### config.mk
export PLATFORM = sky130hd
export DESIGN_NAME = per_window_timer_table_flat
export DESIGN_NICKNAME = d
export VERILOG_FILES = /design/src/rtl/pwt_pkg.sv /design/src/rtl/pwt_in_if.sv /design/src/rtl/pwt_out_if.sv /design/src/rtl/per_window_timer_table.sv /design/src/flat_wrapper.sv
export SDC_FILE = /design/constraint.sdc
export NUM_CORES = 2
export LEC_CHECK = 0
export BUFFER_PORTS_ARGS = -buffer_cell sky130_fd_sc_hd__buf_2
export CAP_MARGIN = 20
export CORE_MARGIN = 2
export CORE_UTILIZATION = 30
export CTS_CLUSTER_SIZE = 12
export DETAILED_ROUTE_END_ITERATION = 7
export GPL_TIMING_DRIVEN = 0
export HOLD_SLACK_MARGIN = 0.03
export PLACE_DENSITY = 0.52
export SYNTH_ARGS = -nofsm -noshare
export SYNTH_HDL_FRONTEND = slang
export SYNTH_SLANG_ARGS = --single-unit
### constraint.sdc
create_clock -name i_clk -period 12.06 [get_ports i_clk]
set_clock_uncertainty 0.15 [all_clocks]
set_input_delay 3.015 -clock i_clk [delete_from_list [all_inputs] [get_ports i_clk]]
set_output_delay 3.015 -clock i_clk [all_outputs]
set_load 0.1 [all_outputs]
### src/rtl/pwt_pkg.sv
// Package for the per-window timer table: sizes, command/kind/status codes,
// and the entry and result types. No dependencies.
package pwt_pkg;

    localparam int MAX_TIMERS = 16;
    localparam int IDX_W      = (MAX_TIMERS > 1) ? $clog2(MAX_TIMERS) : 1;
    localparam int CNT_W      = $clog2(MAX_TIMERS + 1);
    localparam int TIME_BITS  = 32;
    localparam int WIN_W      = 16;
    localparam int IV_W       = 32;

    // item commands
    localparam logic [1:0] CMD_SET  = 2'd0;
    localparam logic [1:0] CMD_GET  = 2'd1;
    localparam logic [1:0] CMD_TICK = 2'd2;

    // result kinds
    localparam logic [1:0] KIND_SET = 2'd0;
    localparam logic [1:0] KIND_GET = 2'd1;
    localparam logic [1:0] KIND_EXP = 2'd2;

    // result status
    localparam logic [1:0] STS_OK   = 2'd0;
    localparam logic [1:0] STS_NULL = 2'd1;
    localparam logic [1:0] STS_FULL = 2'd2;

    typedef struct packed {
        logic [WIN_W-1:0]     win;
        logic [IV_W-1:0]      iv;
        logic [TIME_BITS-1:0] start;
    } t_entry;

    typedef struct packed {
        logic [1:0]       kind;
        logic [WIN_W-1:0] win;
        logic [IV_W-1:0]  iv;
        logic [1:0]       status;
        logic             last;
    } t_result;

endpackage

### src/rtl/pwt_in_if.sv
// Input item channel of the timer table: valid/ready plus command fields.
// Depends on nothing.
interface pwt_in_if;
    logic        valid;
    logic        ready;
    logic [1:0]  cmd;
    logic [15:0] window_id;
    logic [31:0] interval_ms;
    logic [31:0] now_ms;

    modport source (output valid, cmd, window_id, interval_ms, now_ms, input ready);
    modport sink   (input valid, cmd, window_id, interval_ms, now_ms, output ready);
endinterface

### src/rtl/pwt_out_if.sv
// Result item channel of the timer table: valid/ready plus result fields.
// Depends on nothing.
interface pwt_out_if;
    logic        valid;
    logic        ready;
    logic [1:0]  kind;
    logic [15:0] out_window;
    logic [31:0] out_interval;
    logic [1:0]  status;
    logic        last;

    modport source (output valid, kind, out_window, out_interval, status, last, input ready);
    modport sink   (input valid, kind, out_window, out_interval, status, last, output ready);
endinterface

### src/rtl/per_window_timer_table.sv
// Per-window periodic timer table. Entries (window, interval, start time) live in
// one synchronous RAM; valid bits and recency ranks sit in flops. One item is
// worked at a time. Set and get scan all MAX_TIMERS entries, one RAM read per
// cycle, then drain the read pipe and update; a null window skips the scan. A
// tick reads the valid entries in recency order, one per cycle while the result
// port does not stall. Expiries are held one deep so the final one can carry
// last. Depends on pwt_pkg, pwt_in_if and pwt_out_if.
module per_window_timer_table (
    input  logic      i_clk,
    input  logic      i_rst_n,
    pwt_in_if.sink    i_in,
    pwt_out_if.source o_out
);

    localparam logic [1:0] ST_IDLE = 2'd0;
    localparam logic [1:0] ST_FIND = 2'd1;
    localparam logic [1:0] ST_ACT  = 2'd2;
    localparam logic [1:0] ST_TICK = 2'd3;

    localparam int N  = pwt_pkg::MAX_TIMERS;
    localparam int IW = pwt_pkg::IDX_W;
    localparam int CW = pwt_pkg::CNT_W;
    localparam int TW = pwt_pkg::TIME_BITS;

    // entry RAM
    pwt_pkg::t_entry mem [N];
    pwt_pkg::t_entry r_rd;

    logic [1:0]     r_state;
    logic [N-1:0]   r_valid;
    logic [IW-1:0]  r_rank_tab [N];
    logic [CW-1:0]  r_cnt;
    logic           r_rd_vld;
    logic [IW-1:0]  r_rd_idx;
    logic           r_found;
    logic [IW-1:0]  r_fidx;
    pwt_pkg::t_entry r_fdata;
    logic           r_null;
    logic [1:0]     r_cmd;
    logic [15:0]    r_win;
    logic [31:0]    r_iv;
    logic [TW-1:0]  r_now;
    logic           r_hold_vld;
    pwt_pkg::t_result r_hold;
    logic           r_out_vld;
    pwt_pkg::t_result r_out;

    logic           out_can_load;
    logic           out_load;
    logic           rd_en;
    logic [IW-1:0]  rd_addr;
    logic           we;
    logic [IW-1:0]  waddr;
    pwt_pkg::t_entry wdata;
    logic           rank_hit;
    logic [IW-1:0]  rank_idx;
    logic           more;
    logic [TW-1:0]  due;
    logic           expired;
    logic           take;
    logic           tick_done;
    logic           free_hit;
    logic [IW-1:0]  free_idx;
    logic           act_fire;
    logic           accept;
    pwt_pkg::t_result act_res;

    assign out_can_load = !r_out_vld || o_out.ready;
    assign i_in.ready   = (r_state == ST_IDLE);
    assign accept       = i_in.valid && i_in.ready;

    // entry of the rank now being visited
    always_comb begin
        rank_hit = 1'b0;
        rank_idx = '0;
        for (int i = 0; i < N; i++) begin
            if (!rank_hit && r_valid[i] && r_rank_tab[i] == r_cnt[IW-1:0]) begin
                rank_hit = 1'b1;
                rank_idx = IW'(i);
            end
        end
    end

    // first free slot
    always_comb begin
        free_hit = 1'b0;
        free_idx = '0;
        for (int i = 0; i < N; i++) begin
            if (!free_hit && !r_valid[i]) begin
                free_hit = 1'b1;
                free_idx = IW'(i);
            end
        end
    end

    assign more      = (r_cnt < CW'(N)) && rank_hit;
    assign due       = r_rd.start + TW'(r_rd.iv);
    assign expired   = (due <= r_now);
    assign take      = r_rd_vld && !(expired && r_hold_vld && !out_can_load);
    assign tick_done = (r_state == ST_TICK) && !r_rd_vld && !more;
    assign act_fire  = (r_state == ST_ACT) && out_can_load;

    // output register loads: set/get answer, pushed expiry, final expiry
    assign out_load  = act_fire ||
                       ((r_state == ST_TICK) && take && expired && r_hold_vld) ||
                       (tick_done && r_hold_vld && out_can_load);

    // RAM read address and enable
    always_comb begin
        rd_en   = 1'b0;
        rd_addr = '0;
        unique case (r_state)
            ST_FIND: begin
                rd_en   = (r_cnt < CW'(N));
                rd_addr = r_cnt[IW-1:0];
            end
            ST_TICK: begin
                rd_en   = more && (!r_rd_vld || take);
                rd_addr = rank_idx;
            end
            default: begin
                rd_en = 1'b0;
            end
        endcase
    end

    // write-back and the set/get result
    always_comb begin
        we      = 1'b0;
        waddr   = '0;
        wdata   = r_fdata;
        act_res = '{kind: (r_cmd == pwt_pkg::CMD_SET) ? pwt_pkg::KIND_SET : pwt_pkg::KIND_GET,
                    win: r_win, iv: r_iv, status: pwt_pkg::STS_OK, last: 1'b1};
        if (r_state == ST_TICK) begin
            we          = take && expired;
            waddr       = r_rd_idx;
            wdata       = r_rd;
            wdata.start = r_now;
        end else if (act_fire) begin
            priority if (r_null) begin
                act_res.win    = '0;
                act_res.iv     = '0;
                act_res.status = pwt_pkg::STS_NULL;
            end else if (r_cmd == pwt_pkg::CMD_GET) begin
                act_res.iv = r_found ? r_fdata.iv : '0;
            end else if (r_iv == '0) begin
                act_res.iv = '0;
            end else if (r_found) begin
                we       = 1'b1;
                waddr    = r_fidx;
                wdata.iv = r_iv;
            end else if (free_hit) begin
                we    = 1'b1;
                waddr = free_idx;
                wdata = '{win: r_win, iv: r_iv, start: r_now};
            end else begin
                act_res.status = pwt_pkg::STS_FULL;
            end
        end
    end

    // RAM
    always_ff @(posedge i_clk) begin
        if (we) begin
            mem[waddr] <= wdata;
        end
        if (rd_en) begin
            r_rd <= mem[rd_addr];
        end
    end

    // control
    always_ff @(posedge i_clk) begin
        if (!i_rst_n) begin
            r_state    <= ST_IDLE;
            r_valid    <= '0;
            r_rd_vld   <= 1'b0;
            r_hold_vld <= 1'b0;
            r_out_vld  <= 1'b0;
            r_found    <= 1'b0;
            r_cnt      <= '0;
        end else begin
            r_out_vld <= out_load || (r_out_vld && !o_out.ready);
            unique case (r_state)
                ST_IDLE: begin
                    r_cnt   <= '0;
                    r_found <= 1'b0;
                    if (accept) begin
                        if (i_in.cmd == pwt_pkg::CMD_TICK) begin
                            r_state <= ST_TICK;
                        end else if (i_in.cmd == pwt_pkg::CMD_SET ||
                                     i_in.cmd == pwt_pkg::CMD_GET) begin
                            r_state <= (i_in.window_id == '0) ? ST_ACT : ST_FIND;
                        end
                    end
                end
                ST_FIND: begin
                    if (rd_en) begin
                        r_cnt <= r_cnt + CW'(1);
                    end
                    r_rd_vld <= rd_en;
                    if (r_rd_vld && r_valid[r_rd_idx] && r_rd.win == r_win) begin
                        r_found <= 1'b1;
                    end
                    if (!r_rd_vld && !rd_en) begin
                        r_state <= ST_ACT;
                    end
                end
                ST_ACT: begin
                    if (act_fire) begin
                        r_state <= ST_IDLE;
                        if (!r_null && r_cmd == pwt_pkg::CMD_SET) begin
                            if (r_iv == '0 && r_found) begin
                                r_valid[r_fidx] <= 1'b0;
                            end else if (!r_found && r_iv != '0 && free_hit) begin
                                r_valid[free_idx] <= 1'b1;
                            end
                        end
                    end
                end
                ST_TICK: begin
                    if (!r_rd_vld || take) begin
                        r_rd_vld <= rd_en;
                    end
                    if (rd_en) begin
                        r_cnt <= r_cnt + CW'(1);
                    end
                    if (take && expired) begin
                        r_hold_vld <= 1'b1;
                    end
                    if (tick_done) begin
                        if (!r_hold_vld) begin
                            r_state <= ST_IDLE;
                        end else if (out_can_load) begin
                            r_hold_vld <= 1'b0;
                            r_state    <= ST_IDLE;
                        end
                    end
                end
                default: begin
                    r_state <= ST_IDLE;
                end
            endcase
        end
    end

    // payload and rank table
    always_ff @(posedge i_clk) begin
        if (accept) begin
            r_cmd  <= i_in.cmd;
            r_win  <= i_in.window_id;
            r_iv   <= i_in.interval_ms;
            r_now  <= i_in.now_ms[TW-1:0];
            r_null <= (i_in.window_id == '0);
        end
        if (rd_en) begin
            r_rd_idx <= rd_addr;
        end
        if (r_state == ST_FIND && r_rd_vld && !r_found &&
            r_valid[r_rd_idx] && r_rd.win == r_win) begin
            r_fidx  <= r_rd_idx;
            r_fdata <= r_rd;
        end
        if (act_fire) begin
            r_out <= act_res;
            if (!r_null && r_cmd == pwt_pkg::CMD_SET) begin
                if (r_iv == '0 && r_found) begin
                    for (int i = 0; i < N; i++) begin
                        if (r_valid[i] && r_rank_tab[i] > r_rank_tab[r_fidx]) begin
                            r_rank_tab[i] <= r_rank_tab[i] - IW'(1);
                        end
                    end
                end else if (!r_found && r_iv != '0 && free_hit) begin
                    for (int i = 0; i < N; i++) begin
                        if (r_valid[i]) begin
                            r_rank_tab[i] <= r_rank_tab[i] + IW'(1);
                        end
                    end
                    r_rank_tab[free_idx] <= '0;
                end
            end
        end
        if (r_state == ST_TICK && take && expired) begin
            r_hold <= '{kind: pwt_pkg::KIND_EXP, win: r_rd.win, iv: r_rd.iv,
                        status: pwt_pkg::STS_OK, last: 1'b0};
            if (r_hold_vld) begin
                r_out <= r_hold;
            end
        end
        if (tick_done && r_hold_vld && out_can_load) begin
            r_out <= '{kind: r_hold.kind, win: r_hold.win, iv: r_hold.iv,
                       status: r_hold.status, last: 1'b1};
        end
    end

    assign o_out.valid        = r_out_vld;
    assign o_out.kind         = r_out.kind;
    assign o_out.out_window   = r_out.win;
    assign o_out.out_interval = r_out.iv;
    assign o_out.status       = r_out.status;
    assign o_out.last         = r_out.last;

    // checks
    a_no_accept_with_hold: assert property (@(posedge i_clk) disable iff (!i_rst_n)
        accept |-> !r_hold_vld) else $error("item accepted with expiry still held");
    a_we_states: assert property (@(posedge i_clk) disable iff (!i_rst_n)
        we |-> (r_state == ST_ACT || r_state == ST_TICK))
        else $error("RAM write outside update states");
    a_hold_push: assert property (@(posedge i_clk) disable iff (!i_rst_n)
        (r_state == ST_TICK && take && expired && r_hold_vld) |=> o_out.valid)
        else $error("held expiry not pushed");

endmodule

### src/flat_wrapper.sv
// flat-port wrapper written by rule: the top's interface ports become plain ports
module per_window_timer_table_flat 
  (i_clk, i_rst_n, i_in_valid, i_in_cmd, i_in_window_id, i_in_interval_ms, i_in_now_ms, i_in_ready, o_out_valid, o_out_kind, o_out_out_window, o_out_out_interval, o_out_status, o_out_last, o_out_ready);
  pwt_in_if i_in_i ();
  pwt_out_if o_out_i ();
  input  logic i_clk;
  input  logic i_rst_n;
  input wire logic [$bits(i_in_i.valid)-1:0] i_in_valid;
  input wire logic [$bits(i_in_i.cmd)-1:0] i_in_cmd;
  input wire logic [$bits(i_in_i.window_id)-1:0] i_in_window_id;
  input wire logic [$bits(i_in_i.interval_ms)-1:0] i_in_interval_ms;
  input wire logic [$bits(i_in_i.now_ms)-1:0] i_in_now_ms;
  output wire logic [$bits(i_in_i.ready)-1:0] i_in_ready;
  output wire logic [$bits(o_out_i.valid)-1:0] o_out_valid;
  output wire logic [$bits(o_out_i.kind)-1:0] o_out_kind;
  output wire logic [$bits(o_out_i.out_window)-1:0] o_out_out_window;
  output wire logic [$bits(o_out_i.out_interval)-1:0] o_out_out_interval;
  output wire logic [$bits(o_out_i.status)-1:0] o_out_status;
  output wire logic [$bits(o_out_i.last)-1:0] o_out_last;
  input wire logic [$bits(o_out_i.ready)-1:0] o_out_ready;
  assign i_in_i.valid = i_in_valid;
  assign i_in_i.cmd = i_in_cmd;
  assign i_in_i.window_id = i_in_window_id;
  assign i_in_i.interval_ms = i_in_interval_ms;
  assign i_in_i.now_ms = i_in_now_ms;
  assign i_in_ready = i_in_i.ready;
  assign o_out_valid = o_out_i.valid;
  assign o_out_kind = o_out_i.kind;
  assign o_out_out_window = o_out_i.out_window;
  assign o_out_out_interval = o_out_i.out_interval;
  assign o_out_status = o_out_i.status;
  assign o_out_last = o_out_i.last;
  assign o_out_i.ready = o_out_ready;
  per_window_timer_table u_core (.i_clk(i_clk), .i_rst_n(i_rst_n), .i_in(i_in_i), .o_out(o_out_i));
endmodule
==> flow_metrics.env <==
export IMPL_dieArea_um2=249000
export IMPL_firstDrtPassIters=6
export IMPL_ctsHoldBuffers=0
export IMPL_drv_slew=0
export IMPL_syn_area_um2=73500
export IMPL_synth_seq_cells=1727
export IMPL_start_util=0.302
export IMPL_min_delay_worst_endpoint="u_core.r_fdata[12]"
export IMPL_grt_overflow=0
export IMPL_synth_cell_types=81
export IMPL_vdd_drop_max_mv=0.149
export IMPL_port_buffers=140
export IMPL_setup_viol=0
export IMPL_core_um2=243000
export IMPL_syn_nets=5213
export IMPL_routed_wl_um=239000
export IMPL_ctsResizeCount=0
export IMPL_numCtsBuffers=177
export IMPL_num_io_pins=141
export IMPL_fin_hold_ws_ns=0.290
export IMPL_via_per_inst=5.30
export IMPL_antenna_found_initial=9
export IMPL_ant_nets=0
export IMPL_critPathRequiredTime_ns=12.58
export IMPL_final_core_util=0.353
export IMPL_cts_sinks=1727
export IMPL_grt_max_degree=52
export IMPL_grt_pass1_wl_um=335000
export IMPL_hold_viol=0
export IMPL_track_usage=0.186
export IMPL_grt_pass1_vias=44700
export IMPL_path_clk_slew_ns=0.07
export IMPL_worst_skew_pair_late_latency_ns=0.84
export IMPL_final_cell_count_no_fill=8738
export IMPL_p_leak_uw=0.0303
export IMPL_crit_type="reg2reg"
export IMPL_cap_violations=0
export IMPL_root_buffer="clkbuf_16"
export IMPL_path_max_fanout=51
export IMPL_synthCells=4950
export IMPL_relSlewSlack=0.140
export IMPL_synth_warnings=0
export IMPL_hold_depth=0
export IMPL_drtIter0Drc=5209
export IMPL_syn_area_per_cell_um2=14.8
export IMPL_post_place_cells=8435
export IMPL_die_w_um=499
export IMPL_crit_arrival_ns=10.70
export IMPL_rr_worst_depth=28
export IMPL_r2r_setup_slack_ns=1.88
export IMPL_layout_drive_gt1_share=0.119
export IMPL_drc=0
export IMPL_reg2reg_to="u_core.o_out.out_interval[30]"
export IMPL_yosys_most_used_dff="edfxtp_1"
export IMPL_postCtsSetupRepairBufs=0
export IMPL_vias=46300
export IMPL_tritoncts="built"
export IMPL_cpPeakStageDelay_ns=0.76
export IMPL_cts_path_max_buffers=3
export IMPL_finalCritPeriodShare=0.844
export IMPL_rsz0062_at_grt="false"
export IMPL_ys_async_sr_fraction=0
export IMPL_worstHoldStart="u_core.r_rd[12]"
export IMPL_layout_min_cycle_time_ns=10.18
export IMPL_row_count=181
export IMPL_fp_dieH_um=499
export IMPL_synth_edf_count=1579
export IMPL_wire_per_inst_um=27.3
export IMPL_r2r_start="u_core.r_rd[32]"
export IMPL_max_freq_mhz=98.3
export IMPL_power_density_nw_per_um2=154
export IMPL_hpwl_um=169000
export IMPL_critPathCaptureType="register"
export IMPL_critPathLaunch="u_core.r_rd[32]"
export IMPL_syn2layout_area_growth_pct=16.9
export IMPL_layout_nets=5681
export IMPL_startpoint_type="register"
export IMPL_critical_path_slowest_cell="clkbuf_1"
export IMPL_gp_congestion=0.893
export IMPL_holdCritPathClass="reg2reg"
export IMPL_htree_levels=4
export IMPL_status="completed"
export IMPL_ys_seq_area_frac=0.686
export IMPL_tightest_slew_ns=1.29
## power by group
group          internal (uW)  leakage, uW  switching [uW]
clock network           2860      0.00259            2360
logic                    310       0.0123             888
registers               6660       0.0155             187
total                   9820       0.0303            3430
## synthesized netlist by cell type (80+ instances only)
cell type	instances	area, um2
nor2_1	201	754
ha_1	160	2000
clkbuf_1	186	698
o21ai_0	173	866
inv_1	88	330
nand2_1	194	728
a21oi_1	211	1060
o22ai_1	153	957
and2_1	146	913
xnor2_1	80	701
a211oi_1	298	2240
edfxtp_1	1579	47400
dfxtp_1	148	2960
or4_1	84	631
mux2i_1	540	5410
## placed cells by master, fill, tap and decap left out, types with 31 or more instances in the layout
cell       synthesis  routed
nand3_1           31      31
buf_4             13      51
a21oi_1          211     211
ha_1             160     160
xor2_1            61      61
o22ai_1          153     153
a22o_1            32      32
clkbuf_1         186     233
buf_2             38     195
o21ai_1            0      61
a21o_1            37      37
a211oi_1         298     298
nand2_1          194     194
nor2_1           201     184
edfxtp_1        1579    1579
buf_6             22      41
o21ai_0          173     112
buf_12             0      57
o32ai_1           37      37
mux2i_1          540     540
clkbuf_16          0     180
nand4_1           40      40
a22oi_1           33      33
dfxtp_1          148     148
nor2b_1           32      31
inv_1             88      87
or4_1             84      84
xnor2_1           80      80
nor3_1            35      35
and2_1           146     146
## cell families (layout without fill, tap and decap cells)
family                   after synthesis  count (layout)  share of synthesized area
flip-flops                          1727            1727                      0.686
AO/OA/AOI/OAI                       1083            1083                     0.0973
AND/OR/NAND/NOR                      883             883                     0.0637
multiplexers                         569             569                     0.0819
buffers and inverters                369             951                     0.0224
adder cells (fa/ha/maj)              177             177                     0.0319
XOR/XNOR                             142             142                     0.0170
other                                  0               4                          0
## worst max path at each step
stage               depth (start not counted)  slack (ns)                       endpoint
floorplan                                  23        0.95               u_core.mem[0][0]
CTS                                        28        1.91  u_core.o_out.out_interval[30]
finish                                     28        1.88  u_core.o_out.out_interval[30]
global placement                           23       -7.40             u_core.mem[14][24]
detailed placement                         28        2.00  u_core.o_out.out_interval[30]
global route                               28        1.48  u_core.o_out.out_interval[30]
## registers in the layout, summed over array words and instances, names as in the netlist, 32 cells and up, named ones only
name and count:
u_core.mem 1280, u_core.r_rank_tab 64, u_core.r_fdata 80, u_core.r_now 32
u_core.r_hold 48, u_core.o_out.out_interval 32, u_core.r_rd 80, u_core.r_iv 32
## cell type report
class                   count  area, um2
clock inverters            56        582
flip-flops and latches   1727      50400
diodes                      4       10.0
multi-input cells        2854      21600
clock buffers             237       4800
plain buffers             279       1320
fillers                 23100     158000
repair buffers            289       2860
inverters                  90        340
well taps                3202       4010
## critical path: cells and delay by family, from the launching register on
family / cells / cell delay (ns)
DFF: 1 / 0.47
xor gates and xnor gates: 1 / 0.10
and+or+nand+nor: 4 / 1.35
AOI/OAI and AO/OA: 14 / 4.20
adders and majority gates: 3 / 1.00
buffers and inverters: 6 / 2.69
## per-layer routing
metal / vias up / track usage / wire [um]
met2: 1826 / 0.292 / 108000
met4: 2 / 0.0516 / 6650
met3: 308 / 0.0317 / 16800
met1: 23900 / 0.266 / 107000
met5: - / 0 / 13
li1: 20300 / - / -
## metrics by stage
stage | worst slack [ns] | total power [uW] | area (um2) | setup TNS, ns
finish | 1.88 | 13300 | 85900 | 0
floorplan | 0.951 | 7690 | 73500 | 0
global route | 1.48 | 13700 | 85900 | 0
global placement | -7.40 | 8130 | 78200 | -8896.17
detailed placement | 2.00 | 8160 | 80400 | 0
CTS | 1.91 | 13300 | 85800 | 0
No activity file was read; power rests on OpenSTA's default activity.
